`src/design/ddo_pkg.sv`:
```
// Shared types, constants and tables for the differential drive odometry core.
`default_nettype none
package ddo_pkg;

  // Default values for the top level parameters.
  localparam int COORD_WIDTH_DEF  = 32;
  localparam int CORDIC_STEPS_DEF = 16;

  // Operand widths of the shared multiplier.
  localparam int MUL_AW = 64;
  localparam int MUL_BW = 34;
  localparam int MUL_PW = MUL_AW + MUL_BW;

  // Angle constants in degrees, Q16.16.
  localparam logic signed [27:0] DEG360 = 28'sd23592960;
  localparam logic signed [27:0] DEG180 = 28'sd11796480;
  localparam logic signed [27:0] DEG90  = 28'sd5898240;

  // CORDIC start vector, prescaled by the inverse gain, Q2.30.
  localparam logic signed [33:0] CORDIC_GAIN = 34'sd652032875;

  // 2*pi in Q16.16 and the radian to degree factor in Q16.16.
  localparam logic [33:0] TWO_PI_Q16     = 34'd411775;
  localparam logic signed [33:0] RAD_TO_DEG = 34'sd3754936;

  // Products are clamped to this magnitude before they reach an adder.
  localparam logic [63:0] LIM62 = 64'h2000_0000_0000_0000;

  // Product shift amounts.
  localparam logic [4:0] SH_NONE = 5'd0;
  localparam logic [4:0] SH_DEG  = 5'd16;
  localparam logic [4:0] SH_Q30  = 5'd30;
  localparam logic [4:0] SH_Q31  = 5'd31;

  // Configuration register indexes.
  typedef enum logic [2:0] {
    REG_EFF_WIDTH  = 3'd0,
    REG_BODY_LEN   = 3'd1,
    REG_BODY_WID   = 3'd2,
    REG_EPSILON    = 3'd3,
    REG_START_X    = 3'd4,
    REG_START_Y    = 3'd5,
    REG_START_HDG  = 3'd6
  } cfg_idx_t;

  // Shared multiplier request and response.
  typedef struct packed {
    logic                     start;
    logic signed [MUL_AW-1:0] a;
    logic signed [MUL_BW-1:0] b;
    logic [4:0]               sh;
  } mul_req_t;

  typedef struct packed {
    logic               done;
    logic               neg;
    logic [63:0]        mag;
    logic signed [63:0] res;
  } mul_rsp_t;

  // Shared divider request and response.
  typedef struct packed {
    logic        start;
    logic [63:0] num;
    logic [33:0] den;
  } div_req_t;

  typedef struct packed {
    logic        done;
    logic [63:0] quo;
    logic [33:0] rem;
  } div_rsp_t;

  // CORDIC request and response.
  typedef struct packed {
    logic               start;
    logic signed [26:0] ang;
  } cor_req_t;

  typedef struct packed {
    logic               done;
    logic signed [33:0] c;
    logic signed [33:0] s;
  } cor_rsp_t;

  // Arctangent of 2^-i in degrees, Q16.16.
  function automatic logic [22:0] atan_deg(input logic [4:0] i);
    logic [22:0] v;
    case (i)
      5'd0:  v = 23'd2949120;
      5'd1:  v = 23'd1740967;
      5'd2:  v = 23'd919879;
      5'd3:  v = 23'd466945;
      5'd4:  v = 23'd234379;
      5'd5:  v = 23'd117304;
      5'd6:  v = 23'd58666;
      5'd7:  v = 23'd29335;
      5'd8:  v = 23'd14668;
      5'd9:  v = 23'd7334;
      5'd10: v = 23'd3667;
      5'd11: v = 23'd1833;
      5'd12: v = 23'd917;
      5'd13: v = 23'd458;
      5'd14: v = 23'd229;
      5'd15: v = 23'd115;
      5'd16: v = 23'd57;
      5'd17: v = 23'd29;
      5'd18: v = 23'd14;
      5'd19: v = 23'd7;
      5'd20: v = 23'd4;
      5'd21: v = 23'd2;
      5'd22: v = 23'd1;
      default: v = 23'd0;
    endcase
    return v;
  endfunction

  // Saturate a 33-bit difference to 32 signed bits.
  function automatic logic signed [31:0] sat32(input logic signed [32:0] v);
    logic signed [31:0] r;
    if (v > 33'sd2147483647) begin
      r = 32'sh7FFF_FFFF;
    end else if (v < -33'sd2147483648) begin
      r = 32'sh8000_0000;
    end else begin
      r = v[31:0];
    end
    return r;
  endfunction

endpackage
`default_nettype wire

```
`src/design/ddo_div.sv`:
```
// Restoring unsigned divider, one quotient bit per cycle.
`default_nettype none
module ddo_div
  import ddo_pkg::*;
(
  input  wire logic     clk,
  input  wire logic     rst_n,
  input  wire div_req_t req,
  output div_rsp_t      rsp
);

  logic        busy_r;
  logic        done_r;
  logic [5:0]  cnt_r;
  logic [63:0] quo_r;
  logic [33:0] rem_r;
  logic [33:0] den_r;

  logic [34:0] trial_w;
  logic [34:0] diff_w;
  logic        fit_w;

  // Shift in the next dividend bit and try the subtraction.
  assign trial_w = {rem_r, quo_r[63]};
  assign diff_w  = trial_w - {1'b0, den_r};
  assign fit_w   = trial_w >= {1'b0, den_r};

  // Sequencing.
  always_ff @(posedge clk) begin
    if (!rst_n) begin
      busy_r <= 1'b0;
      done_r <= 1'b0;
    end else begin
      done_r <= 1'b0;
      if (req.start) begin
        busy_r <= 1'b1;
      end else if (busy_r && (cnt_r == 6'd63)) begin
        busy_r <= 1'b0;
        done_r <= 1'b1;
      end
    end
  end

  // Datapath.
  always_ff @(posedge clk) begin
    if (req.start) begin
      quo_r <= req.num;
      rem_r <= '0;
      den_r <= req.den;
      cnt_r <= '0;
    end else if (busy_r) begin
      rem_r <= fit_w ? diff_w[33:0] : trial_w[33:0];
      quo_r <= {quo_r[62:0], fit_w};
      cnt_r <= cnt_r + 6'd1;
    end
  end

  assign rsp.done = done_r;
  assign rsp.quo  = quo_r;
  assign rsp.rem  = rem_r;

endmodule
`default_nettype wire

```
`config.mk`:
```
export PLATFORM = sky130hd
export DESIGN_NAME = ddo_div
export DESIGN_NICKNAME = d
export VERILOG_FILES = /design/src/design/ddo_pkg.sv /design/src/design/ddo_div.sv
export SDC_FILE = /design/constraint.sdc
export NUM_CORES = 1
export LEC_CHECK = 0
export ABC_AREA = 1
export BUFFER_PORTS_ARGS = -buffer_cell sky130_fd_sc_hd__buf_4
export CAP_MARGIN = 10
export CORE_ASPECT_RATIO = 2
export CORE_MARGIN = 4
export CORE_UTILIZATION = 25
export DETAILED_ROUTE_END_ITERATION = 10
export GPL_ROUTABILITY_DRIVEN = 0
export PLACE_DENSITY = 0.43
export SLEW_MARGIN = 20
export SYNTH_ARGS = -nofsm -noshare
export SYNTH_HDL_FRONTEND = slang
export SYNTH_SLANG_ARGS = --single-unit
export TNS_END_PERCENT = 50
```
`constraint.sdc`:
```
create_clock -name clk -period 6.3 [get_ports clk]
set_input_delay 1.575 -clock clk [delete_from_list [all_inputs] [get_ports clk]]
set_output_delay 1.575 -clock clk [all_outputs]
set_load 0.1 [all_outputs]
```
# Word-level counts from Yosys, hierarchy flattened
# Index checks and enable logic that the tools add are counted.
dict set report word_totals {
  regBits 140
  in_bits 101
  output_inout_bits 99
  word_cells 21
}
dict set report op_classes {
  add_sub_neg 2
  order_cmp 1
  eq_ne 1
  mux 6
  n_bitwise 1
  n_reduce_logical 4
}
# op count
set op_table {}
lappend op_table {{$mux 64} 2}
lappend op_table {{$ge 35x34->1} 1}
lappend op_table {{$mux 34} 1}
lappend op_table {{$sub 34x34->34} 1}
lappend op_table {{$add 6x1->6 const B} 1}
lappend op_table {{$eq 6x6->1 const B} 1}
lappend op_table {{$reduce_bool 2->1} 2}
lappend op_table {{$mux 1} 3}
lappend op_table {{$reduce_or 2->1} 1}
lappend op_table {{$logic_and 1x1->1} 1}
lappend op_table {{$not 1->1} 1}

# Depth between registers and ports, before layout
dict set report depth {
  depth_word 4
  ltp_mapped 17
  ltp_nobuf 17
}

# Worst setup path before layout
# OpenSTA, ideal clock, no wires.
dict set report synth_timing {
  kind {input to register}
  from {in req[98] in the netlist's numbering}
  to {reg quo_r[0], enable pin}
  setup_ns 0.454
  arrival_ns 3.982
  t_required_ns 5.846
  path_slack_ns 1.864
  cell_stages 4
  n_path_buf 2
  cell_sequence {clkbuf_1 -> nor2_1 -> inv_2 -> buf_1}
}
dict set report synth_between {
  elab_chain_cells 1
}
# item line_no
set synth_lines {}
lappend synth_lines {{start: declaration} ddo_div.sv:8} ;# input wire div_req_t req,
lappend synth_lines {{$reduce_bool 2->1 (no line)} -}
lappend synth_lines {{end signal: assignment} ddo_div.sv:47} ;# quo_r <= req.num;
lappend synth_lines {{end signal: assignment} ddo_div.sv:53} ;# quo_r <= {quo_r[62:0], fit_w};
lappend synth_lines {{end: declaration} ddo_div.sv:15} ;# logic [63:0] quo_r;
# Every way passes these cells.
# A chain may end at the register's enable or synchronous reset.

# Worst setup path after layout
dict set report layout_timing {
  from {in req[98] in the netlist's numbering}
  to {reg quo_r[59], enable pin}
}
# The elaborated chain is that of the path after synthesis.

==> run metrics <==
flops & latches, synth=140; CTS Buffer Depth=2; delay-heaviest family, CP=buffers and inverters; Mapped Area=between 8000 and 9000 sq um; CTS buffer count=17; synth warn=0; initial core utilization=0.253; worst path arrival time=3.66 ns; Detailed Route Iter0 Violations=361; max_slew headroom=0.321; PD cells=between 200 and 250 nW/um^2; Die Wd=between 100 and 150 um; # DRC=0; HPWL after detailed placement=23200 um; Detailed Route WL=29600 um; all-layer global routing usage=0.157; Setup Fix Bufs, Post-CTS=0; largest net degree at the start of global routing=70; Hold Fails Final Rpt=0; Final Instance Area=about 11000 sq um; Unique masters post-synth=41; startpoint types=input port; Required @ worst endpoint=6.44 ns; min-delay worst type=register to register; PostCTS Resize Cnt=0; Layout Utilization=0.327; CP Class=input port to register; DP Worst Slack=2.26 ns; Final Cycle Share=0.559; via/cell ratio=between 4 and 5; crit-path most repeated cell=buf_4; DR vias=7673; worst setup margin=2.78 ns; top cells by area, synth=edfxtp_1 35%, nand2_1 21%, dfxtp_1 9.9%; peak supply drop=just under 0.0002 V; register area share after synthesis=0.444; layout cell share with drive strength beyond 1=0.203; # port buffers=199; H-tree Lvls=4; fin. max-slew vios=0; area fraction of the dominant cell type after synthesis=0.345; CP max FO=49; CTS tree=yes; CP peak stage delay=roughly 0.74 ns; leakage=5.67 nW; initial antenna violation count=0; CTS Root Cell=clkbuf_16; Cell Chain, Critical Path=buf_4, nor2_1, buf_4, clkinv_2, buf_4; Mapped Cells=1156; Top FF cell, synth=edfxtp_1; average size of a mapped cell=7.38 sq um; Peak Freq=approximately 0.28 GHz; Hold WS=roughly 0.47 ns; Final setup violation count=0; Layout Nets=1486; worst-skew pair later-pin latency=0.44 ns; Mapped Nets=~1300; CP max-delay cell=clkinv_2; Tmin final=3.52 ns; vias in the first global route=7991; core area=33600 sq um; status=finished, final reports clean; first-pass GRT wire length=about 45000 um; WL/cell=16.5 um; maxcap violations=0; Synth area leader=edfxtp_1; fin cells=1798; RSZ-0062 raised after global routing=no; clk sinks=140; Inserted Diodes=0; worst path bufs/invs=4; setup_tns=0 ns; PnR Total Power=2.75 mW; drt first pass iters=4; Hold-fix buffers, CTS=0; Clock transition at path regs=0.06 ns; Clock Skews=0.0116 ns; Async S/R FF share, synth=0; Final ANT Viol Nets=0; IO Pins=200; placed cell count=~1800; Die Height=269 um; grt total ovfl=0; Layout area overhead=29.1%; Worst Tran Pin Value=between 1 and 1.5 ns; placed instance area=10400 sq um; Rows=95; Critical Path End Type=register; Die ar.=37300 sq um; number of synthesized flops with an enable pin=98
==> final cells by class <==
type	count	area, sq um
clock buffers	17	425
clock inverters	15	144
flip-flops and latches	140	3780
fillers	3646	22600
inverters	190	714
repair buffers	204	1530
well taps	436	546
multi-input cells	796	3860
==> cells in the mapped netlist (2+ instances only) <==
cell type  count
nand2_1      482
nor3_1         5
a21oi_1       23
o21bai_1       2
nor2_1        53
clkbuf_1      13
buf_2          6
inv_1        179
o21ai_1       15
nand3_1       86
xnor2_1       16
o21ai_0       12
inv_2         10
nand2_8        2
nand4_1        7
nor2_4         3
buf_1          4
buf_4          2
edfxtp_1      98
nand2_2       18
nor2_2         3
nand3b_1      17
a31oi_1        2
xor2_1         3
ha_1          35
buf_6          3
dfxtp_1       42
nor3_2         2
==> flip-flops by register name, indices dropped and copies added (netlist names) <==
| signal | flops |
|---|---|
| done_r | 1 |
| den_r | 34 |
| busy_r | 1 |
| quo_r | 64 |
| rem_r | 34 |
| cnt_r | 6 |
==> report_power, final <==
group | internal [mW] | switching, mW | total (mW)
Combinational | 0.152 | 0.497 | 0.649
Sequential | 1.06 | 0.0344 | 1.10
Clock | 0.581 | 0.424 | 1.00
Total | 1.80 | 0.955 | 2.75
==> layer usage <==
metal  up-vias  share of wire  global-route usage
li1       3992              -                   -
met1      3483           0.33               0.143
met2       162           0.60               0.324
met3        36          0.038              0.0333
met4         0          0.034              0.0695
met5         -              0                   0
==> cells by family after synthesis <==
group,after synthesis,synth area share
buffers and inverters,220,0.104
DFF,140,0.444
xor gates and xnor gates,19,0.0195
and+or+nand+nor,683,0.342
adders and majority gates,36,0.0537
AOI/OAI and AO/OA,58,0.0370
==> placed cells by master, fill, tap and decap left out, types with 18 or more instances in the layout <==
cell type and instances:
ha_1 35, edfxtp_1 98, nand2_1 482, dfxtp_1 42, nand2_2 18, buf_4 204
nor2_1 52, a21oi_1 23, inv_1 179, nand3_1 86
==> worst min-delay path, delay by kind of cell (launching register included) <==
kind            cells  cell delay, ns
flops               1            0.30
buf+inv             1            0.07
compound gates      1            0.06
==> worst paths after layout <==
| check | slack (ns) | to | startpoint | depth (start not counted) |
|---|---|---|---|---|
| worst min-delay path | 0.47 | cnt_r[5] | cnt_r[5] | 2 |
| worst max-delay path | 2.78 | quo_r[59] | req[98] | 5 |
| worst max register to register | 3.32 | rem_r[14] | rem_r[27] | 10 |
| worst min register to register | 0.47 | cnt_r[5] | cnt_r[5] | 2 |
Power figures use the tool's default switching activity.
