===== config.mk =====
export PLATFORM = sky130hd
export DESIGN_NAME = ddo_mul
export DESIGN_NICKNAME = d
export VERILOG_FILES = /design/src/design/ddo_pkg.sv /design/src/design/ddo_mul.sv
export SDC_FILE = /design/constraint.sdc
export NUM_CORES = 1
export LEC_CHECK = 0
export ABC_AREA = 1
export BUFFER_PORTS_ARGS = -buffer_cell sky130_fd_sc_hd__buf_2
export CAP_MARGIN = 5
export CELL_PAD_IN_SITES_DETAIL_PLACEMENT = 0
export CELL_PAD_IN_SITES_GLOBAL_PLACEMENT = 1
export CORE_ASPECT_RATIO = 0.9
export CORE_MARGIN = 2
export CORE_UTILIZATION = 40
export DETAILED_ROUTE_END_ITERATION = 8
export PLACE_DENSITY = 0.89
export SLEW_MARGIN = 20
export SYNTH_ARGS = -nofsm -noshare
export SYNTH_HDL_FRONTEND = slang
export SYNTH_SLANG_ARGS = --single-unit

===== constraint.sdc =====
create_clock -name clk -period 9.72 [get_ports clk]
set_input_delay 1.944 -clock clk [delete_from_list [all_inputs] [get_ports clk]]
set_output_delay 1.944 -clock clk [all_outputs]
set_load 0.05 [all_outputs]

===== src/design/ddo_pkg.sv =====
// Shared types, constants and tables for the differential drive odometry core.
`default_nettype none
package ddo_pkg;

  // Default values for the top level parameters.
  localparam int COORD_WIDTH_DEF  = 32;
  localparam int CORDIC_STEPS_DEF = 16;

  // Operand widths of the shared multiplier.
  localparam int MUL_AW = 64;
  localparam int MUL_BW = 34;
  localparam int MUL_PW = MUL_AW + MUL_BW;

  // Angle constants in degrees, Q16.16.
  localparam logic signed [27:0] DEG360 = 28'sd23592960;
  localparam logic signed [27:0] DEG180 = 28'sd11796480;
  localparam logic signed [27:0] DEG90  = 28'sd5898240;

  // CORDIC start vector, prescaled by the inverse gain, Q2.30.
  localparam logic signed [33:0] CORDIC_GAIN = 34'sd652032875;

  // 2*pi in Q16.16 and the radian to degree factor in Q16.16.
  localparam logic [33:0] TWO_PI_Q16     = 34'd411775;
  localparam logic signed [33:0] RAD_TO_DEG = 34'sd3754936;

  // Products are clamped to this magnitude before they reach an adder.
  localparam logic [63:0] LIM62 = 64'h2000_0000_0000_0000;

  // Product shift amounts.
  localparam logic [4:0] SH_NONE = 5'd0;
  localparam logic [4:0] SH_DEG  = 5'd16;
  localparam logic [4:0] SH_Q30  = 5'd30;
  localparam logic [4:0] SH_Q31  = 5'd31;

  // Configuration register indexes.
  typedef enum logic [2:0] {
    REG_EFF_WIDTH  = 3'd0,
    REG_BODY_LEN   = 3'd1,
    REG_BODY_WID   = 3'd2,
    REG_EPSILON    = 3'd3,
    REG_START_X    = 3'd4,
    REG_START_Y    = 3'd5,
    REG_START_HDG  = 3'd6
  } cfg_idx_t;

  // Shared multiplier request and response.
  typedef struct packed {
    logic                     start;
    logic signed [MUL_AW-1:0] a;
    logic signed [MUL_BW-1:0] b;
    logic [4:0]               sh;
  } mul_req_t;

  typedef struct packed {
    logic               done;
    logic               neg;
    logic [63:0]        mag;
    logic signed [63:0] res;
  } mul_rsp_t;

  // Shared divider request and response.
  typedef struct packed {
    logic        start;
    logic [63:0] num;
    logic [33:0] den;
  } div_req_t;

  typedef struct packed {
    logic        done;
    logic [63:0] quo;
    logic [33:0] rem;
  } div_rsp_t;

  // CORDIC request and response.
  typedef struct packed {
    logic               start;
    logic signed [26:0] ang;
  } cor_req_t;

  typedef struct packed {
    logic               done;
    logic signed [33:0] c;
    logic signed [33:0] s;
  } cor_rsp_t;

  // Arctangent of 2^-i in degrees, Q16.16.
  function automatic logic [22:0] atan_deg(input logic [4:0] i);
    logic [22:0] v;
    case (i)
      5'd0:  v = 23'd2949120;
      5'd1:  v = 23'd1740967;
      5'd2:  v = 23'd919879;
      5'd3:  v = 23'd466945;
      5'd4:  v = 23'd234379;
      5'd5:  v = 23'd117304;
      5'd6:  v = 23'd58666;
      5'd7:  v = 23'd29335;
      5'd8:  v = 23'd14668;
      5'd9:  v = 23'd7334;
      5'd10: v = 23'd3667;
      5'd11: v = 23'd1833;
      5'd12: v = 23'd917;
      5'd13: v = 23'd458;
      5'd14: v = 23'd229;
      5'd15: v = 23'd115;
      5'd16: v = 23'd57;
      5'd17: v = 23'd29;
      5'd18: v = 23'd14;
      5'd19: v = 23'd7;
      5'd20: v = 23'd4;
      5'd21: v = 23'd2;
      5'd22: v = 23'd1;
      default: v = 23'd0;
    endcase
    return v;
  endfunction

  // Saturate a 33-bit difference to 32 signed bits.
  function automatic logic signed [31:0] sat32(input logic signed [32:0] v);
    logic signed [31:0] r;
    if (v > 33'sd2147483647) begin
      r = 32'sh7FFF_FFFF;
    end else if (v < -33'sd2147483648) begin
      r = 32'sh8000_0000;
    end else begin
      r = v[31:0];
    end
    return r;
  endfunction

endpackage
`default_nettype wire


===== src/design/ddo_mul.sv =====
// Bit-serial shift-add multiplier with shift, clamp and sign fix-up.
`default_nettype none
module ddo_mul
  import ddo_pkg::*;
(
  input  wire logic     clk,
  input  wire logic     rst_n,
  input  wire mul_req_t req,
  output mul_rsp_t      rsp
);

  localparam int CW = $clog2(MUL_BW);

  logic              busy_r;
  logic              post_r;
  logic              done_r;
  logic [CW-1:0]     cnt_r;
  logic [MUL_AW-1:0] a_mag_r;
  logic [MUL_PW-1:0] acc_r;
  logic              neg_r;
  logic [4:0]        sh_r;
  logic [63:0]       mag_r;
  logic signed [63:0] res_r;

  logic [MUL_AW-1:0] a_mag_w;
  logic [MUL_BW-1:0] b_mag_w;
  logic [MUL_AW:0]   upper_w;
  logic [MUL_PW-1:0] shifted_w;
  logic [63:0]       clamp_w;

  // Operand magnitudes at the start of a product.
  assign a_mag_w = req.a[MUL_AW-1] ? (~req.a + MUL_AW'(1)) : req.a;
  assign b_mag_w = req.b[MUL_BW-1] ? (~req.b + MUL_BW'(1)) : req.b;

  // One partial product per cycle is added to the upper half.
  assign upper_w = acc_r[0] ? ({1'b0, acc_r[MUL_PW-1:MUL_BW]} + {1'b0, a_mag_r})
                            : {1'b0, acc_r[MUL_PW-1:MUL_BW]};

  // Scale and clamp the finished magnitude.
  assign shifted_w = acc_r >> sh_r;
  assign clamp_w   = (shifted_w > MUL_PW'(LIM62)) ? LIM62 : shifted_w[63:0];

  // Sequencing.
  always_ff @(posedge clk) begin
    if (!rst_n) begin
      busy_r <= 1'b0;
      post_r <= 1'b0;
      done_r <= 1'b0;
    end else begin
      done_r <= 1'b0;
      if (req.start) begin
        busy_r <= 1'b1;
      end else if (busy_r) begin
        if (cnt_r == CW'(MUL_BW - 1)) begin
          busy_r <= 1'b0;
          post_r <= 1'b1;
        end
      end else if (post_r) begin
        post_r <= 1'b0;
        done_r <= 1'b1;
      end
    end
  end

  // Datapath.
  always_ff @(posedge clk) begin
    if (req.start) begin
      a_mag_r <= a_mag_w;
      acc_r   <= {{MUL_AW{1'b0}}, b_mag_w};
      neg_r   <= req.a[MUL_AW-1] ^ req.b[MUL_BW-1];
      sh_r    <= req.sh;
      cnt_r   <= '0;
    end else if (busy_r) begin
      acc_r <= {upper_w, acc_r[MUL_BW-1:1]};
      cnt_r <= cnt_r + CW'(1);
    end else if (post_r) begin
      mag_r <= acc_r[63:0];
      res_r <= neg_r ? -$signed(clamp_w) : $signed(clamp_w);
    end
  end

  assign rsp.done = done_r;
  assign rsp.neg  = neg_r;
  assign rsp.mag  = mag_r;
  assign rsp.res  = res_r;

endmodule
`default_nettype wire


Word level (Yosys, flattened, before mapping):

Index checks and enable logic that the tools add are counted.

* output and inout bits: 130
* flip-flop bits (word level): 305

* equal/unequal tests: 2
* bitwise operators: 6
* magnitude comparators: 1
* add/subtract/negate cells: 5
* shift operators: 1
* reduce and logical (&&, ||, !) cells: 4
* muxes and demuxes: 13

Operators by type and width (count)
* 64-bit 2-to-1 mux: 2
* 34-bit 2-to-1 mux: 3
* 98-bit by 62-bit > comparator with 1-bit output (second input constant): 1
* 98-bit by 5-bit right shift with 98-bit output: 1
* 64-bit by 64-bit adder with 65-bit output: 1
* 65-bit 2-to-1 mux: 1
* 64-bit by 2-bit adder with 64-bit output (second input constant): 1
* 64-bit negation: 1
* 64-bit NOT: 1
* 63-bit 2-to-1 mux: 1
* 34-bit by 2-bit adder with 34-bit output (second input constant): 1
* 34-bit NOT: 1
* 6-bit by 1-bit adder with 6-bit output (second input constant): 1
* 6-bit == test (second input constant): 1
* 1-bit 2-to-1 mux: 6
* 1-bit NOT: 3
* 3-bit AND reduction: 1
* 3-bit OR reduction: 1
* 2-bit by 1-bit != test with 1-bit output (second input constant): 1
* 2-bit AND reduction: 1
* 2-bit nonzero test: 1
* 1-bit bitwise XOR: 1

Longest topological paths before layout:

* word-level depth: 5
* depth in mapped cells: 35
* depth with buffers taken out: 29

Worst setup path after synthesis:

OpenSTA, ideal clock, no wires.

* path kind: input-to-reg
* from: input port req[103] in the netlist's numbering
* to: register mag_r[0] (enable)
* arrival: 8.792 ns
* stages on the path: 6
* path buffers: 3
* path slack: 0.312 ns
* required time: 9.104 ns
* cells stage by stage: clkbuf_1 nor2_1 inv_1 clkbuf_1 clkbuf_1 nor2_1

* word-level cells in the longest chain between the ends: 2

Ends and longest elaborated chain
* from (decl): RTL line ddo_mul.sv:8 `input wire mul_req_t req,`
* 1-bit NOT (no source line)
* 3-bit AND reduction (no source line)
* to (signal assigned): RTL line ddo_mul.sv:77 `mag_r <= acc_r[63:0];`
* to (decl): RTL line ddo_mul.sv:22 `logic [63:0] mag_r;`

No other way between the ends.
A chain may end at the register's enable or synchronous reset.

Worst setup path after layout:

* from: register sh_r[1]
* to: register res_r[26], data pin

* word-level cells in the longest chain between the ends: 5

Ends and longest elaborated chain
* from (decl): RTL line ddo_mul.sv:21 `logic [4:0] sh_r;`
* from (signal assigned): RTL line ddo_mul.sv:71 `sh_r <= req.sh;`
* 98-bit by 5-bit right shift with 98-bit output *: RTL line ddo_mul.sv:40 `assign shifted_w = acc_r >> sh_r;`
* 98-bit by 62-bit > comparator with 1-bit output: RTL line ddo_mul.sv:41 `assign clamp_w = (shifted_w > MUL_PW'(LIM62)) ? LIM62 : shifted_w[63:0];`
* 64-bit 2-to-1 mux *: RTL line ddo_mul.sv:41
* 64-bit negation: RTL line ddo_mul.sv:78 `res_r <= neg_r ? -$signed(clamp_w) : $signed(clamp_w);`
* 64-bit 2-to-1 mux *: RTL line ddo_mul.sv:78
* to (signal assigned): RTL line ddo_mul.sv:78
* to (decl): RTL line ddo_mul.sv:23 `logic signed [63:0] res_r;`

Mark *: on every way between the ends. The rest lies on a longest branch, timed or not.

==> impl_metrics.toml <==
[clock_tree]
hold_buffers = 0
tritoncts = "built"
cts_htree_levels = 2
clock_latency_ps = 570
cts-resized-gates = 0
cts_buffer_depth = 3
cts_sinks = 305
cts_setup_buffers = 0
path_clk_slew_ps = 70
cts_made_buffers = 36
cts_root_buf = "clkbuf_16"

[grt]
grt_use_total_pct = 26.1
grt_pass1_vias = 23166
antenna_found_initial = 1
grt_max_degree = 111
grt_pass1_wl_um = 131000
grt.overflow.total = 0

[sta]
timing.final.crit_share_pct = 61.2
hold-worst-slack_ps = 498
timing.setup.tns_ps = 0
max_freq_mhz = 168
relSlewSlack_pct = 19.4
final.setup_skew_ps = 27.4
finalCriticalPeriod_ps = 5940
maxSlewViolCount = 0
hold_violations = 0
rsz0062_at_grt = "no"
tightestPinTransition_ps = 1190
finalSetupViolCount = 0

[critical_path]
critPathLaunchType = "flip-flop"
worstSetupStartpoint = "sh_r[1]"
timing.rr.start = "sh_r[1]"
cp_common_cell = "nand2_1"
path_cells = "buf_4 > inv_2 > buf_4 > nand3_1 > nand3_1 > nand3_1 > nand3_1 > nand2_1 > nor2_1 > nand2_1 > nor2_1 > nand2_1 > nor2_1 > nand3_1 > nand2_2 > buf_4 > o21ai_0 > nand4_1 > nor2_1 > nand2_1 > nand2_1 > o211ai_1 > nand2_1"
crit_slowest_cell = "buf_4"
slowest_delay_ps = 750
r2r-end = "res_r[26]"
crit_arrival_ps = 6240
required_ps = 10010
setup.worst_path.end_class = "flip-flop"
reg2regPathDepth = 23
crit_path_end = "res_r[26]"
ff2ff_setup_slack_ps = 3780
cp_max_fo = 110
path_class = "reg2reg"

[floorplanning]
die_h_um = 239
die_x_um = 265
rows = 86
core-area_um2 = 60900
initial_utilization_pct = 40.2
io_pins = 236
dieArea_um2 = 63300

[final_layout]
regArea_um2 = 8430
area_growth_pct = 11.2
diodes = 0
num-fill-cells = 6383
drive_gt1_share_pct = 9.54
final_cell_area_um2 = 27300
multi_input_area_um2 = 14000
final_util_pct = 44.7
nNetsFinal = 3847

[synth]
yosys-top-cells-count = "nand2_1 (797), nand3_1 (696), nor2_1 (338)"
ys_seq_area_share_pct = 34.4
postSynthAreaPerCell_um2 = 6.93
synth-edff-count = 232
synth_flop_cell = "edfxtp_1"
synth_cell_types = 56
synth_top_area_share_pct = 28.4
syn_nets = 3713
synthTopCellsByArea = "edfxtp_1 (28%), nand3_1 (14%), nand2_1 (12%)"
synth_seq_cells = 305
syn_inst = 3537
async_reset_ff_share_pct = 0
synth.most_common_cell = "nand2_1"
synth_area_um2 = 24500
yosys.area.top_type = "edfxtp_1"
synth_warnings = 0

[flow_run]
cap_violations = 0

[placed_design]
io_buffers = 235
gp_congestion = 1.04
placedInstanceArea_um2 = 26000
hpwlAfterDp_um = 64300

[pwr]
p_clk_share_pct = 33.3
p_seq_share_pct = 37.5
power_frac_comb_pct = 29.2
power.total_mw = 4.25
switching_share_pct = 36.4
leakage_nw = 12.2
p_switching_mw = 1.55
worst_ir_drop_vdd_mv = 0.0939
p_per_area_nw_per_um2 = 156
p_int_mw = 2.70

[outcome]
status = "finished, final reports clean"

[drt]
vias_per_cell = 5.59
dr.pass1.iters = 6
drt-total-wl_um = 84400
drtAntennaViolNets = 0
wl_per_cell_um = 18.8
vias = 25086
drc = 0
initialDrtViolationCount = 2960

[min_path]
min_from = "post_r"
holdPathStages = 2
hp-class = "reg2reg"
[area by class of cell]
cell class / instances / area share (%)
repair buffers: 259 / 5.00
well taps: 792 / 3.64
flip-flops and latches: 305 / 30.9
clock inverters: 22 / 0.753
inverters: 319 / 4.42
clock buffers: 44 / 3.78
multi-input cells: 2750 / 51.5
[placed cells by master, fill, tap and decap left out, types with 4 or more instances in the layout]
cell type and instances:
nand2_1 796, nand3_1 696, nor2_1 336, inv_1 309
buf_2 234, edfxtp_1 232, o21ai_0 208, a21oi_1 143
xor2_1 101, dfxtp_1 73, xnor2_1 69, ha_1 69
a31oi_1 44, nor3_1 43, clkbuf_16 40, o22ai_1 35
nand4_1 33, o21ai_1 32, buf_4 24, nor4_1 16
o211ai_1 14, o41ai_1 12, and2_1 11, nand3b_1 9
o21bai_1 9, inv_2 8, a21boi_0 8, clkinv_1 7
o221ai_1 7, clkinv_2 6, o21ai_2 5, and3_1 5
o21a_1 5, nor2_2 5, a21o_1 5, nand2_2 4
o31ai_1 4
[power by group through the flow]
stage,logic (mW),registers [mW],clock network (mW)
floorplan,0.859,1.59,0
global placement,1.20,1.62,0
detailed placement,1.20,1.62,0
CTS,1.21,1.59,1.44
global route,1.37,1.60,1.49
finish,1.24,1.59,1.42
[through the flow]
step,setup slack [ps],instances
2_1_floorplan,312,3537
3_3_place_gp,4060,4425
3_5_place_dp,4000,4425
4_1_cts,3980,4491
5_1_grt,3300,4491
6_report,3780,4491
[metal layers]
metal,part of all wire (%),global-route usage [%],up-vias
met4,2.5,6.85,2
met3,8.6,4.83,132
met1,45,37.3,11536
met5,0.013,0,-
li1,-,-,12377
met2,43,40.5,1039
[worst max-delay path, delay by kind of cell, from the launching register on]
family | cells | cell delay [ps]
compound gates | 2 | 570
buf+inv | 4 | 2240
flops | 1 | 380
simple gates | 17 | 2410
[sequential cells by signal, summed over array words and instances (netlist names)]
signal,flops
acc_r,98
a_mag_r,64
mag_r,64
res_r,64
cnt_r,6
sh_r,5
busy_r,1
done_r,1
neg_r,1
post_r,1
[worst min-delay path by stage]
stage / end
final: post_r
after global routing: mag_r[5]
after CTS: post_r
after detailed placement: post_r
after global placement: post_r
after floorplan: done_r
[logic make-up after synthesis]
family / count (synthesis) / share of synthesized area [%]
DFF: 305 / 34.4
adders and majority gates: 70 / 3.60
buffers and inverters: 482 / 8.44
xor gates and xnor gates: 170 / 6.07
AOI/OAI and AO/OA: 538 / 12.4
and+or+nand+nor: 1972 / 35.1
Note: power is estimated with default switching activity, not from simulation.
