## config.mk

```make
export PLATFORM = sky130hd
export DESIGN_NAME = ddo_cordic
export DESIGN_NICKNAME = d
export VERILOG_FILES = /design/src/design/ddo_pkg.sv /design/src/design/ddo_cordic.sv
export SDC_FILE = /design/constraint.sdc
export NUM_CORES = 1
export LEC_CHECK = 0
export ABC_AREA = 1
export BUFFER_PORTS_ARGS = -buffer_cell sky130_fd_sc_hd__buf_4
export CAP_MARGIN = 20
export CORE_MARGIN = 3
export CORE_UTILIZATION = 40
export CTS_BUF_LIST = sky130_fd_sc_hd__clkbuf_2 sky130_fd_sc_hd__clkbuf_4 sky130_fd_sc_hd__clkbuf_8
export DETAILED_ROUTE_END_ITERATION = 7
export GPL_TIMING_DRIVEN = 0
export PLACE_DENSITY = 0.6
export SYNTH_ARGS = -nofsm -noshare
export SYNTH_HDL_FRONTEND = slang
export SYNTH_SLANG_ARGS = --single-unit
```

## constraint.sdc

```tcl
create_clock -name clk -period 15.2 [get_ports clk]
set_clock_uncertainty 0.05 [all_clocks]
set_input_delay 0 -clock clk [delete_from_list [all_inputs] [get_ports clk]]
set_output_delay 0 -clock clk [all_outputs]
set_load 0.1 [all_outputs]
```

## src/design/ddo_pkg.sv

```systemverilog
// Shared types, constants and tables for the differential drive odometry core.
`default_nettype none
package ddo_pkg;

  // Default values for the top level parameters.
  localparam int COORD_WIDTH_DEF  = 32;
  localparam int CORDIC_STEPS_DEF = 16;

  // Operand widths of the shared multiplier.
  localparam int MUL_AW = 64;
  localparam int MUL_BW = 34;
  localparam int MUL_PW = MUL_AW + MUL_BW;

  // Angle constants in degrees, Q16.16.
  localparam logic signed [27:0] DEG360 = 28'sd23592960;
  localparam logic signed [27:0] DEG180 = 28'sd11796480;
  localparam logic signed [27:0] DEG90  = 28'sd5898240;

  // CORDIC start vector, prescaled by the inverse gain, Q2.30.
  localparam logic signed [33:0] CORDIC_GAIN = 34'sd652032875;

  // 2*pi in Q16.16 and the radian to degree factor in Q16.16.
  localparam logic [33:0] TWO_PI_Q16     = 34'd411775;
  localparam logic signed [33:0] RAD_TO_DEG = 34'sd3754936;

  // Products are clamped to this magnitude before they reach an adder.
  localparam logic [63:0] LIM62 = 64'h2000_0000_0000_0000;

  // Product shift amounts.
  localparam logic [4:0] SH_NONE = 5'd0;
  localparam logic [4:0] SH_DEG  = 5'd16;
  localparam logic [4:0] SH_Q30  = 5'd30;
  localparam logic [4:0] SH_Q31  = 5'd31;

  // Configuration register indexes.
  typedef enum logic [2:0] {
    REG_EFF_WIDTH  = 3'd0,
    REG_BODY_LEN   = 3'd1,
    REG_BODY_WID   = 3'd2,
    REG_EPSILON    = 3'd3,
    REG_START_X    = 3'd4,
    REG_START_Y    = 3'd5,
    REG_START_HDG  = 3'd6
  } cfg_idx_t;

  // Shared multiplier request and response.
  typedef struct packed {
    logic                     start;
    logic signed [MUL_AW-1:0] a;
    logic signed [MUL_BW-1:0] b;
    logic [4:0]               sh;
  } mul_req_t;

  typedef struct packed {
    logic               done;
    logic               neg;
    logic [63:0]        mag;
    logic signed [63:0] res;
  } mul_rsp_t;

  // Shared divider request and response.
  typedef struct packed {
    logic        start;
    logic [63:0] num;
    logic [33:0] den;
  } div_req_t;

  typedef struct packed {
    logic        done;
    logic [63:0] quo;
    logic [33:0] rem;
  } div_rsp_t;

  // CORDIC request and response.
  typedef struct packed {
    logic               start;
    logic signed [26:0] ang;
  } cor_req_t;

  typedef struct packed {
    logic               done;
    logic signed [33:0] c;
    logic signed [33:0] s;
  } cor_rsp_t;

  // Arctangent of 2^-i in degrees, Q16.16.
  function automatic logic [22:0] atan_deg(input logic [4:0] i);
    logic [22:0] v;
    case (i)
      5'd0:  v = 23'd2949120;
      5'd1:  v = 23'd1740967;
      5'd2:  v = 23'd919879;
      5'd3:  v = 23'd466945;
      5'd4:  v = 23'd234379;
      5'd5:  v = 23'd117304;
      5'd6:  v = 23'd58666;
      5'd7:  v = 23'd29335;
      5'd8:  v = 23'd14668;
      5'd9:  v = 23'd7334;
      5'd10: v = 23'd3667;
      5'd11: v = 23'd1833;
      5'd12: v = 23'd917;
      5'd13: v = 23'd458;
      5'd14: v = 23'd229;
      5'd15: v = 23'd115;
      5'd16: v = 23'd57;
      5'd17: v = 23'd29;
      5'd18: v = 23'd14;
      5'd19: v = 23'd7;
      5'd20: v = 23'd4;
      5'd21: v = 23'd2;
      5'd22: v = 23'd1;
      default: v = 23'd0;
    endcase
    return v;
  endfunction

  // Saturate a 33-bit difference to 32 signed bits.
  function automatic logic signed [31:0] sat32(input logic signed [32:0] v);
    logic signed [31:0] r;
    if (v > 33'sd2147483647) begin
      r = 32'sh7FFF_FFFF;
    end else if (v < -33'sd2147483648) begin
      r = 32'sh8000_0000;
    end else begin
      r = v[31:0];
    end
    return r;
  endfunction

endpackage
`default_nettype wire

```

## src/design/ddo_cordic.sv

```systemverilog
// Iterative CORDIC for cosine and sine of an angle in degrees.
`default_nettype none
module ddo_cordic
  import ddo_pkg::*;
#(
  parameter int STEPS = CORDIC_STEPS_DEF
) (
  input  wire logic     clk,
  input  wire logic     rst_n,
  input  wire cor_req_t req,
  output cor_rsp_t      rsp
);

  localparam int ITW = $clog2(STEPS);

  typedef enum logic [3:0] {
    C_IDLE = 4'b0001,
    C_RED  = 4'b0010,
    C_FOLD = 4'b0100,
    C_ITER = 4'b1000
  } cst_t;

  cst_t               cst_r, cst_nxt;
  logic               done_r;
  logic signed [27:0] a_r;
  logic signed [33:0] x_r, y_r;
  logic [ITW-1:0]     i_r;
  logic               flip_r;
  logic signed [33:0] c_r, s_r;

  logic signed [27:0] a_wrap_w, a_fold_w, at_w, a_new_w;
  logic               flip_w;
  logic signed [33:0] x_new_w, y_new_w;
  logic               last_w;

  // Wrap into one half turn each way, then fold into the right half plane.
  always_comb begin
    if (a_r >= DEG180) begin
      a_wrap_w = a_r - DEG360;
    end else if (a_r < -DEG180) begin
      a_wrap_w = a_r + DEG360;
    end else begin
      a_wrap_w = a_r;
    end
    flip_w = 1'b0;
    if (a_wrap_w > DEG90) begin
      a_fold_w = a_wrap_w - DEG180;
      flip_w   = 1'b1;
    end else if (a_wrap_w < -DEG90) begin
      a_fold_w = a_wrap_w + DEG180;
      flip_w   = 1'b1;
    end else begin
      a_fold_w = a_wrap_w;
    end
  end

  // One micro-rotation.
  assign at_w = 28'(atan_deg(5'(i_r)));
  always_comb begin
    if (!a_r[27]) begin
      x_new_w = x_r - (y_r >>> i_r);
      y_new_w = y_r + (x_r >>> i_r);
      a_new_w = a_r - at_w;
    end else begin
      x_new_w = x_r + (y_r >>> i_r);
      y_new_w = y_r - (x_r >>> i_r);
      a_new_w = a_r + at_w;
    end
  end
  assign last_w = (i_r == ITW'(STEPS - 1));

  // Next state.
  always_comb begin
    cst_nxt = cst_r;
    case (cst_r)
      C_IDLE: if (req.start) cst_nxt = C_RED;
      C_RED: begin
        if ((a_r < DEG360) && (a_r > -DEG360)) cst_nxt = C_FOLD;
      end
      C_FOLD: cst_nxt = C_ITER;
      C_ITER: if (last_w) cst_nxt = C_IDLE;
      default: cst_nxt = C_IDLE;
    endcase
  end

  always_ff @(posedge clk) begin
    if (!rst_n) begin
      cst_r  <= C_IDLE;
      done_r <= 1'b0;
    end else begin
      cst_r  <= cst_nxt;
      done_r <= (cst_r == C_ITER) && last_w;
    end
  end

  // Datapath.
  always_ff @(posedge clk) begin
    case (cst_r)
      C_IDLE: if (req.start) a_r <= 28'(req.ang);
      C_RED: begin
        if (a_r >= DEG360) begin
          a_r <= a_r - DEG360;
        end else if (a_r <= -DEG360) begin
          a_r <= a_r + DEG360;
        end
      end
      C_FOLD: begin
        a_r    <= a_fold_w;
        flip_r <= flip_w;
        x_r    <= CORDIC_GAIN;
        y_r    <= '0;
        i_r    <= '0;
      end
      C_ITER: begin
        x_r <= x_new_w;
        y_r <= y_new_w;
        a_r <= a_new_w;
        i_r <= i_r + ITW'(1);
        if (last_w) begin
          c_r <= flip_r ? -x_new_w : x_new_w;
          s_r <= flip_r ? -y_new_w : y_new_w;
        end
      end
      default: ;
    endcase
  end

  assign rsp.done = done_r;
  assign rsp.c    = c_r;
  assign rsp.s    = s_r;

endmodule
`default_nettype wire
```

# ---- Word-level counts from Yosys, hierarchy flattened
# Memory sizes are Yosys's and may differ from the RTL's. A register that Yosys moved wholly into a read port is not among the register bits.
# Index checks and enable logic that the tools add are counted.
dict set report totals {
  register_bits 174
  mem_bits_ro 352
  memories 1
}
dict set report classes {
  addsub 13
  n_lt_le_gt_ge 8
  eq_ne 9
  n_shift 2
  muxes 22
  reduce_logical 7
}
# memory depth width read_ports rd_clocked_by_memory_dff write_ports line_no
set mem_list {}
lappend mem_list {{(no name shown)} 16 22 1 1 0 ddo_pkg.sv:89} ;# case (i)
# cell n
set op_table {}
lappend op_table {{28-bit 2-to-1 mux} 8}
lappend op_table {{34-bit 2-to-1 mux} 4}
lappend op_table {{34-bit one-hot mux with 2 select lines} 2}
lappend op_table {{28-bit one-hot mux with 4 select lines} 1}
lappend op_table {{34-bit adder} 2}
lappend op_table {{34-bit negation} 2}
lappend op_table {{34-bit by 4-bit >>> shifter with 34-bit output} 2}
lappend op_table {{34-bit subtractor} 2}
lappend op_table {{28-bit by 24-bit adder with 28-bit output} 1}
lappend op_table {{28-bit by 25-bit adder with 28-bit output (second input constant)} 1}
lappend op_table {{28-bit by 26-bit adder with 28-bit output (second input constant)} 1}
lappend op_table {{28-bit by 25-bit greater-or-equal comparator with 1-bit output (second input constant)} 1}
lappend op_table {{28-bit by 26-bit greater-or-equal comparator with 1-bit output (second input constant)} 1}
lappend op_table {{28-bit by 24-bit > comparator with 1-bit output (second input constant)} 1}
lappend op_table {{28-bit by 26-bit > comparator with 1-bit output (second input constant)} 1}
lappend op_table {{28-bit by 26-bit <= comparator with 1-bit output (second input constant)} 1}
lappend op_table {{28-bit by 24-bit less-than comparator with 1-bit output (second input constant)} 1}
lappend op_table {{28-bit by 25-bit less-than comparator with 1-bit output (second input constant)} 1}
lappend op_table {{28-bit by 26-bit less-than comparator with 1-bit output (second input constant)} 1}
lappend op_table {{28-bit by 24-bit subtractor with 28-bit output} 1}
lappend op_table {{28-bit by 25-bit subtractor with 28-bit output (second input constant)} 1}
lappend op_table {{28-bit by 26-bit subtractor with 28-bit output (second input constant)} 1}
lappend op_table {{4-bit 2-to-1 mux} 4}
lappend op_table {{4-bit one-hot mux with 4 select lines} 1}
lappend op_table {{other kinds (14)} 19}

# ---- Depth between registers and ports, before layout
# Gate-level depths: netlist of run 1.
dict set report depth {
  word_depth 7
  ltp_mapped 41
}

# ---- Least setup slack after synthesis of run 1
# No wires, ideal clock.
dict set report synth_path {
  kind {register to register}
  startpoint {register cst_r[1]}
  endpoint {register c_r[0] (enable)}
  setup_ps 495
  t_arrival_ps 4241
  t_required_ps 14655
  path_slack_ps 10414
  stages_incl_launch_ff 9
  n_path_buf 3
  synth_period_minus_slack_ps 4786
  cell_sequence {dfxtp_1 > nor2_1 > inv_1 > nor3_1 > inv_1 > clkbuf_1 > clkbuf_1 > clkbuf_1 > nor2_1}
}
dict set report synth_via {
  elab_chain_len 2
}
# item line_no
set synth_rtl {}
lappend synth_rtl {{from (decl)} ddo_cordic.sv:23} ;# cst_t cst_r, cst_nxt;
lappend synth_rtl {{from (signal assigned)} ddo_cordic.sv:91} ;# cst_r <= cst_nxt;
lappend synth_rtl {{4-bit equality test} ddo_cordic.sv:98} ;# case (cst_r)
lappend synth_rtl {{2-bit AND reduction (no source line)} n/a}
lappend synth_rtl {{to (signal assigned)} ddo_cordic.sv:120} ;# c_r <= flip_r ? -x_new_w : x_new_w;
lappend synth_rtl {{to (decl)} ddo_cordic.sv:29} ;# logic signed [33:0] c_r, s_r;
# No other way between the ends.
# A chain may end at the register's enable or synchronous reset.

# ---- Worst setup path in the final report of run 1
dict set report layout_path {
  startpoint {register a_r[27]}
  endpoint {register s_r[27], data pin}
}
dict set report layout_via {
  elab_chain_len 3
}
# item line_no
set layout_rtl {}
lappend layout_rtl {{from (decl)} ddo_cordic.sv:25} ;# logic signed [27:0] a_r;
lappend layout_rtl {{from (signal assigned)} ddo_cordic.sv:99} ;# C_IDLE: if (req.start) a_r <= 28'(req.ang);
lappend layout_rtl {{from (signal assigned)} ddo_cordic.sv:102} ;# a_r <= a_r - DEG360;
lappend layout_rtl {{from (signal assigned)} ddo_cordic.sv:104} ;# a_r <= a_r + DEG360;
lappend layout_rtl {{34-bit 2-to-1 mux (*)} ddo_cordic.sv:60} ;# if (!a_r[27]) begin
lappend layout_rtl {{34-bit negation} ddo_cordic.sv:121} ;# s_r <= flip_r ? -y_new_w : y_new_w;
lappend layout_rtl {{34-bit 2-to-1 mux (*)} ddo_cordic.sv:121}
lappend layout_rtl {{to (signal assigned)} ddo_cordic.sv:121}
lappend layout_rtl {{to (decl)} ddo_cordic.sv:29}
# Mark *: on every way between the ends. The rest lies on a longest branch, timed or not.

==> impl_metrics.json, run 1 <==
{
  "clkPwrFrac_pct": 7.3,
  "p_switching_mw": 2.95,
  "drv_cap": 0,
  "placed_cells": 4501,
  "p_comb_share_pct": 77.0,
  "port_buffers": 98,
  "filler_cell_count": 6048,
  "grt_setup_unrepaired": "no",
  "ys_seq_area_share_pct": 24.5,
  "holdWs_ns": 0.125,
  "drt_first_pass_iters": 7,
  "swShare_pct": 59.9,
  "final_cell_count_no_fill": 4565,
  "outcome": "finished clean",
  "drc_errors": 0,
  "worst_slew_pin_slew_ns": 1.09,
  "grt_max_degree": 39,
  "synth-seq-cells": 196,
  "utilization_pct": 44.9,
  "track_usage_pct": 29.1,
  "timing.final.ws_setup_ns": 8.98,
  "async_flop_share_pct": 0,
  "wl_per_cell_um": 19.5,
  "antenna_found_initial": 0,
  "layout.nets": 3939,
  "place_area_um2": 24700,
  "ant_nets": 0,
  "cp.required_ns": 15.50,
  "die_w_um": 245,
  "cts_sinks": 196,
  "ys.flop_type": "edfxtp_1",
  "ys_warn_count": 0,
  "max-vdd-ir-drop_uv": 113,
  "synth_area_um2": 22900,
  "die-area_um2": 60200,
  "setup_viol": 0,
  "dp_worst_setup_slack_ns": 9.24,
  "worstSetupPathType": "reg -> reg",
  "start_util_pct": 40.6,
  "area_delta_synth_final_pct": 10.7,
  "grt_pass1_vias": 22600,
  "globalplace.congestion": 1.04,
  "path_clk_slew_ns": 0.12,
  "hold_viol_final": 0,
  "fmax_mhz": 161,
  "period_minus_slack_ns": 6.22,
  "vias": 25000,
  "p_leak_nw": 12.0,
  "dp_hpwl_mm": 72.6,
  "slew-limit-headroom_pct": 26.4,
  "syn_inst": 3642,
  "cts.path.max_buffers": 2,
  "ios": 99,
  "synth_nets": 3787,
  "cts_root_buf": "clkbuf_8",
  "drive_gt1_share_pct": 10.7,
  "p_int_mw": 1.98,
  "period_share_pct": 40.9,
  "final_cell_area_um2": 25400,
  "pwr-share-seq_pct": 15.7,
  "avgSynthCellArea_um2": 6.29,
  "cts-buffers-inserted": 17,
  "grt-ovfl-total": 0,
  "critical_path.startpoint_type": "register",
  "synth_edf_count": 169,
  "critPathCaptureType": "register",
  "die_h_um": 245,
  "power_density_nw_per_um2": 194,
  "grt_first_pass_wirelength_mm": 134,
  "num_rows": 87,
  "worst_ep_arrival_time_ns": 6.52,
  "finalPower_mw": 4.93,
  "critPathMaxFanout": 10,
  "via_per_inst": 5.49,
  "hold_path_class": "in -> reg",
  "final_max_slew_viol_count": 0,
  "cts-resized-gates": 0,
  "clkLatencyLatePin_ns": 0.60,
  "synth_cell_types": 68,
  "ctsHtreeMaxLevel": 4,
  "totalWireLength_mm": 89.1,
  "setup_tns_ns": 0,
  "core_area_um2": 56500,
  "drt_iter0_drc": 2681,
  "cts_tree": "yes"
}
per-layer routing:
| metal | wire length (um) | GRT usage (%) | vias to the layer above |
|---|---|---|---|
| met5 | 0 | 0 | - |
| met4 | 3700 | 11.9 | 0 |
| met3 | 7380 | 4.90 | 162 |
| met2 | 38000 | 43.9 | 1066 |
| met1 | 40000 | 41.1 | 11600 |
| li1 | - | - | 12200 |
cells in the mapped netlist, drive strengths merged (5+ instances only):
| cell type | count | area, um^2 |
|---|---|---|
| a21o | 8 | 60.1 |
| a21oi | 148 | 790 |
| a31oi | 10 | 62.6 |
| and2 | 21 | 134 |
| buf | 79 | 505 |
| clkbuf | 27 | 101 |
| dfxtp | 27 | 541 |
| edfxtp | 169 | 5070 |
| ha | 112 | 1400 |
| inv | 469 | 1760 |
| nand2 | 1157 | 4480 |
| nand3 | 468 | 2450 |
| nand3b | 7 | 52.6 |
| nand4 | 67 | 425 |
| nor2 | 384 | 1530 |
| nor3 | 58 | 348 |
| nor4 | 11 | 93.8 |
| o211ai | 28 | 215 |
| o21a | 6 | 45.0 |
| o21ai | 167 | 907 |
| o21bai | 8 | 60.1 |
| o31ai | 5 | 42.5 |
| or2 | 12 | 75.1 |
| xnor2 | 22 | 200 |
| xor2 | 144 | 1300 |
power groups by stage:
stage	Combinational [mW]	Clock, mW	Sequential, mW
2_1_floorplan	2.75	0	0.760
3_3_place_gp	3.70	0	0.788
3_5_place_dp	3.70	0	0.786
4_1_cts	3.74	0.368	0.774
5_1_grt	4.23	0.387	0.781
6_report	3.79	0.360	0.776
cells in the final DEF, fill, tap and decap left out, types with 49 or more instances in the layout:
cell         n
a21oi_1    139
buf_4      109
edfxtp_1   169
ha_1       112
inv_1      429
nand2_1   1104
nand2_2     53
nand3_1    447
nand4_1     66
nor2_1     355
nor3_1      49
o21ai_0    130
xor2_1     139
cell type report:
type	instances	area (um^2)	share of cell area (%)
clock buffer	18	241	0.951
buffer	106	607	2.39
tap	756	946	3.73
antenna	2	5.00	0.0197
timing repair buffer	133	1120	4.40
sequential	196	5620	22.1
inverter	470	1770	6.97
clock inverter	14	141	0.557
multi-input combinational	2870	14900	58.9
registers in the layout, indices dropped and copies added, names as in the netlist:
name,count
at_w,22
flip_r,1
cst_r,4
x_r,34
a_r,28
c_r,34
s_r,34
i_r,4
done_r,1
y_r,34
worst paths after layout:
check	startpoint	endpoint	slack, ns	cells past startpoint
setup / recovery	a_r[27]$_DFFE_PP_	s_r[27]$_DFFE_PP_	8.98	24
hold / removal	rst_n	cst_r[1]$_SDFFE_PN0P_	0.13	4
setup reg to reg	a_r[27]$_DFFE_PP_	s_r[27]$_DFFE_PP_	8.98	24
hold reg to reg	cst_r[1]$_SDFFE_PN0P_	cst_r[1]$_SDFFE_PN0P_	0.55	4
critical path: stages (launching register included):
cell      delay [ns]
edfxtp_1        0.52
inv_1           0.27
buf_2           0.40
buf_1           0.79
buf_1           0.69
nand2_1         0.15
xor2_1          0.19
ha_1            0.37
nand2_1         0.15
nor2_1          0.17
nor2_1          0.07
nand2_1         0.16
nand2_1         0.09
nand2_1         0.11
nand2_1         0.06
nand2_1         0.24
nand2_1         0.09
inv_1           0.09
nand2_1         0.09
nor4_1          0.77
nand3_1         0.15
nand2_1         0.10
nand2_1         0.05
nand2_1         0.05
nand2_1         0.08
what timing repair did:
action | 4_1_cts | 5_1_grt
hold endpoints to repair | 33 | 0
hold buffers | 30 | 0
setup buffers | 0 | 0
logic make-up (layout without fill, tap and decap cells):
kind of cell	count (synthesis)	count (layout)	synth area share, %
AND/OR/NAND/NOR	2192	2192	42.1
AO/OA/AOI/OAI	395	395	10.1
flip-flops	196	196	24.5
other	0	2	0
adder cells (fa/ha/maj)	115	115	6.37
buffers and inverters	576	741	10.4
XOR/XNOR	166	166	6.54
multiplexers	2	2	0.0873
Note: power is estimated with default switching activity, not from simulation.
==> inputs of run 2 (changes only) <==
ABC_AREA = 0   (was 1)
PLACE_DENSITY = 0.62   (was 0.6)
clock period = 5.41 ns   (was 15.2 ns; I/O delays follow)
==> impl_metrics.json, run 2 <==
{
  "power_density_nw_per_um2": 215,
  "path_clk_slew_ns": 0.12,
  "timing.final.ws_setup_ns": -0.958,
  "totalWireLength_mm": 80.9,
  "final_common_cell": "buf_4",
  "layout.nets": 2778,
  "period_share_pct": 118,
  "synth_nets": 2455,
  "ctsHtreeMaxLevel": 4,
  "die_w_um": 234,
  "drt_first_pass_iters": 5,
  "finalPower_mw": 5.88,
  "cts_sinks": 196,
  "max-vdd-ir-drop_uv": 174,
  "ys_seq_area_share_pct": 26.9,
  "period_minus_slack_ns": 6.37,
  "r2r_end": "s_r[29]$_DFFE_PP_",
  "worst_ep_arrival_time_ns": 6.66,
  "cp.required_ns": 5.70,
  "wl_per_cell_um": 24.3,
  "synth_most_common_cell": "nand2_1",
  "clkLatencyLatePin_ns": 0.59,
  "grt_pass1_vias": 19800,
  "core_area_um2": 51400,
  "worst_slew_pin_slew_ns": 1.36,
  "cts_tree": "yes",
  "dp_hpwl_mm": 56.9,
  "antenna_found_initial": 0,
  "vias": 20700,
  "p_leak_nw": 10.4,
  "hold_path_class": "in -> reg",
  "die-area_um2": 54900,
  "cts.path.max_buffers": 2,
  "ys.flop_type": "edfxtp_1",
  "drt_iter0_drc": 1850,
  "utilization_pct": 53.1,
  "dp_worst_setup_slack_ns": -1.85,
  "area_delta_synth_final_pct": 30.9,
  "outcome": "finished with violations",
  "fmax_mhz": 157,
  "via_per_inst": 6.21,
  "cts-buffers-inserted": 17,
  "setup_tns_ns": -21.63,
  "drc_errors": 0,
  "final_cell_mix": "buf_4 (257), nand2_1 (210), nor2_1 (178)",
  "synth-seq-cells": 196,
  "drive_gt1_share_pct": 33.0,
  "start_util_pct": 40.6,
  "ys_warn_count": 0,
  "synth.top_cells.by_count": "nand2_1 (231), nor2_1 (198), edfxtp_1 (169), a21oi_1 (158), o21ai_0 (158)",
  "ff2ff_path_depth": 23,
  "synth_edf_count": 169,
  "drv_cap": 0,
  "cts_root_buf": "clkbuf_8",
  "rrSetupSlack_ns": -0.96,
  "globalplace.congestion": 0.989,
  "violations": "negative setup slack",
  "reg2reg_from": "i_r[0]$_DFFE_PN_",
  "critPathCaptureType": "register",
  "holdWs_ns": 0.157,
  "synth_top_area_cell": "edfxtp_1",
  "placed_cells": 3093,
  "die_h_um": 234,
  "holdPathEnd": "done_r$_SDFF_PN0_",
  "antenna_cells": 0,
  "track_usage_pct": 28.0,
  "p_comb_share_pct": 53.1,
  "async_flop_share_pct": 0,
  "holdCritStartpoint": "rst_n",
  "synth_area_leaders": "edfxtp_1 (24%), mux4_2 (7.1%), ha_1 (6.7%), xnor2_1 (5.8%), xor2_1 (4.5%)",
  "grt_max_degree": 42,
  "synth_cell_types": 116,
  "synth.top_cell.area_share_pct": 24.3,
  "num_rows": 83,
  "worstSetupPathType": "reg -> reg",
  "ant_nets": 0,
  "slew-limit-headroom_pct": 9.32,
  "clkPwrFrac_pct": 17.1,
  "swShare_pct": 42.0,
  "p_switching_mw": 2.47,
  "port_buffers": 98,
  "hold_viol_final": 0,
  "place_area_um2": 22800,
  "synth_area_um2": 20800,
  "ios": 99,
  "final_cell_area_um2": 27300,
  "grt_setup_unrepaired": "yes",
  "final_max_slew_viol_count": 0,
  "critical_path.startpoint_type": "register",
  "critPathMaxFanout": 6,
  "setup_viol": 51,
  "p_int_mw": 3.41,
  "pwr-share-seq_pct": 29.7,
  "grt-ovfl-total": 0,
  "avgSynthCellArea_um2": 9.02,
  "final_cell_count_no_fill": 3326,
  "syn_inst": 2310,
  "grt_first_pass_wirelength_mm": 117,
  "hold_depth": 3
}
run 2: critical path: stages, from the launching register on:
cell,delay (ns)
edfxtp_1,0.42
buf_6,0.16
buf_12,0.13
buf_12,0.14
mux2_1,0.34
mux4_2,0.52
mux2_4,0.34
nor2_4,0.13
and3b_2,0.25
and2_4,0.19
a21oi_2,0.06
xor2_2,0.20
ha_1,0.33
a21o_1,0.24
a31o_4,0.27
a22o_1,0.22
or3_4,0.40
o311ai_4,0.30
o311ai_4,0.17
nor2_2,0.17
nand3_2,0.11
or4_4,0.61
o31ai_4,0.26
xor2_1,0.10
run 2: power by group through the flow:
| stage | clock network (mW) | logic [mW] | registers (mW) |
|---|---|---|---|
| floorplan | 0 | 1.71 | 1.76 |
| global placement | 0 | 2.20 | 1.78 |
| detailed placement | 0 | 2.23 | 1.78 |
| CTS | 1.03 | 2.64 | 1.75 |
| global route | 1.08 | 3.34 | 1.75 |
| finish | 1.01 | 3.12 | 1.75 |
run 2: layer usage:
metal,up-vias,share of wire [%],track usage (%)
li1,9283,-,-
met1,10200,40,34.6
met2,952,49,47.3
met3,206,6.5,4.37
met4,0,4.7,14.6
met5,-,0,0
run 2: layout make-up:
type,count,area [um^2]
clock inverter,15,144
fill,4555,24100
inverter,72,280
buffer,106,938
multi-input combinational,1923,16600
timing repair buffer,317,2630
tap,680,851
sequential,196,5620
clock buffer,17,234
run 2: what timing repair did:
item / in CTS / in global routing
setup endpoints to repair: 107 / 85
hold buffers: 30 / 0
setup buffers: 92 / 92
hold endpoints to repair: 55 / 0
resized for setup: 308 / 252
pin swaps: 123 / 134
run 2: cells by family (layout without fill, tap and decap cells):
family | after synthesis | count (layout) | share of synthesized area (%)
and+or+nand+nor | 753 | 753 | 17.9
AOI/OAI and AO/OA | 639 | 639 | 20.0
xor gates and xnor gates | 247 | 247 | 10.4
DFF | 196 | 196 | 26.9
buffers and inverters | 191 | 527 | 4.51
muxes | 169 | 169 | 13.3
adders and majority gates | 115 | 115 | 7.01
run 2: worst max path at each step:
stage | from | end | slack (ns)
after floorplan | i_r[0]$_DFFE_PN_ | s_r[31]$_DFFE_PP_ | -0.36
after global placement | i_r[2]$_DFFE_PN_ | c_r[0]$_DFFE_PP_ | -1.71
after detailed placement | i_r[1]$_DFFE_PN_ | c_r[32]$_DFFE_PP_ | -1.85
after CTS | i_r[0]$_DFFE_PN_ | s_r[33]$_DFFE_PP_ | -0.98
after global routing | i_r[0]$_DFFE_PN_ | s_r[33]$_DFFE_PP_ | -1.07
final | i_r[0]$_DFFE_PN_ | s_r[29]$_DFFE_PP_ | -0.96
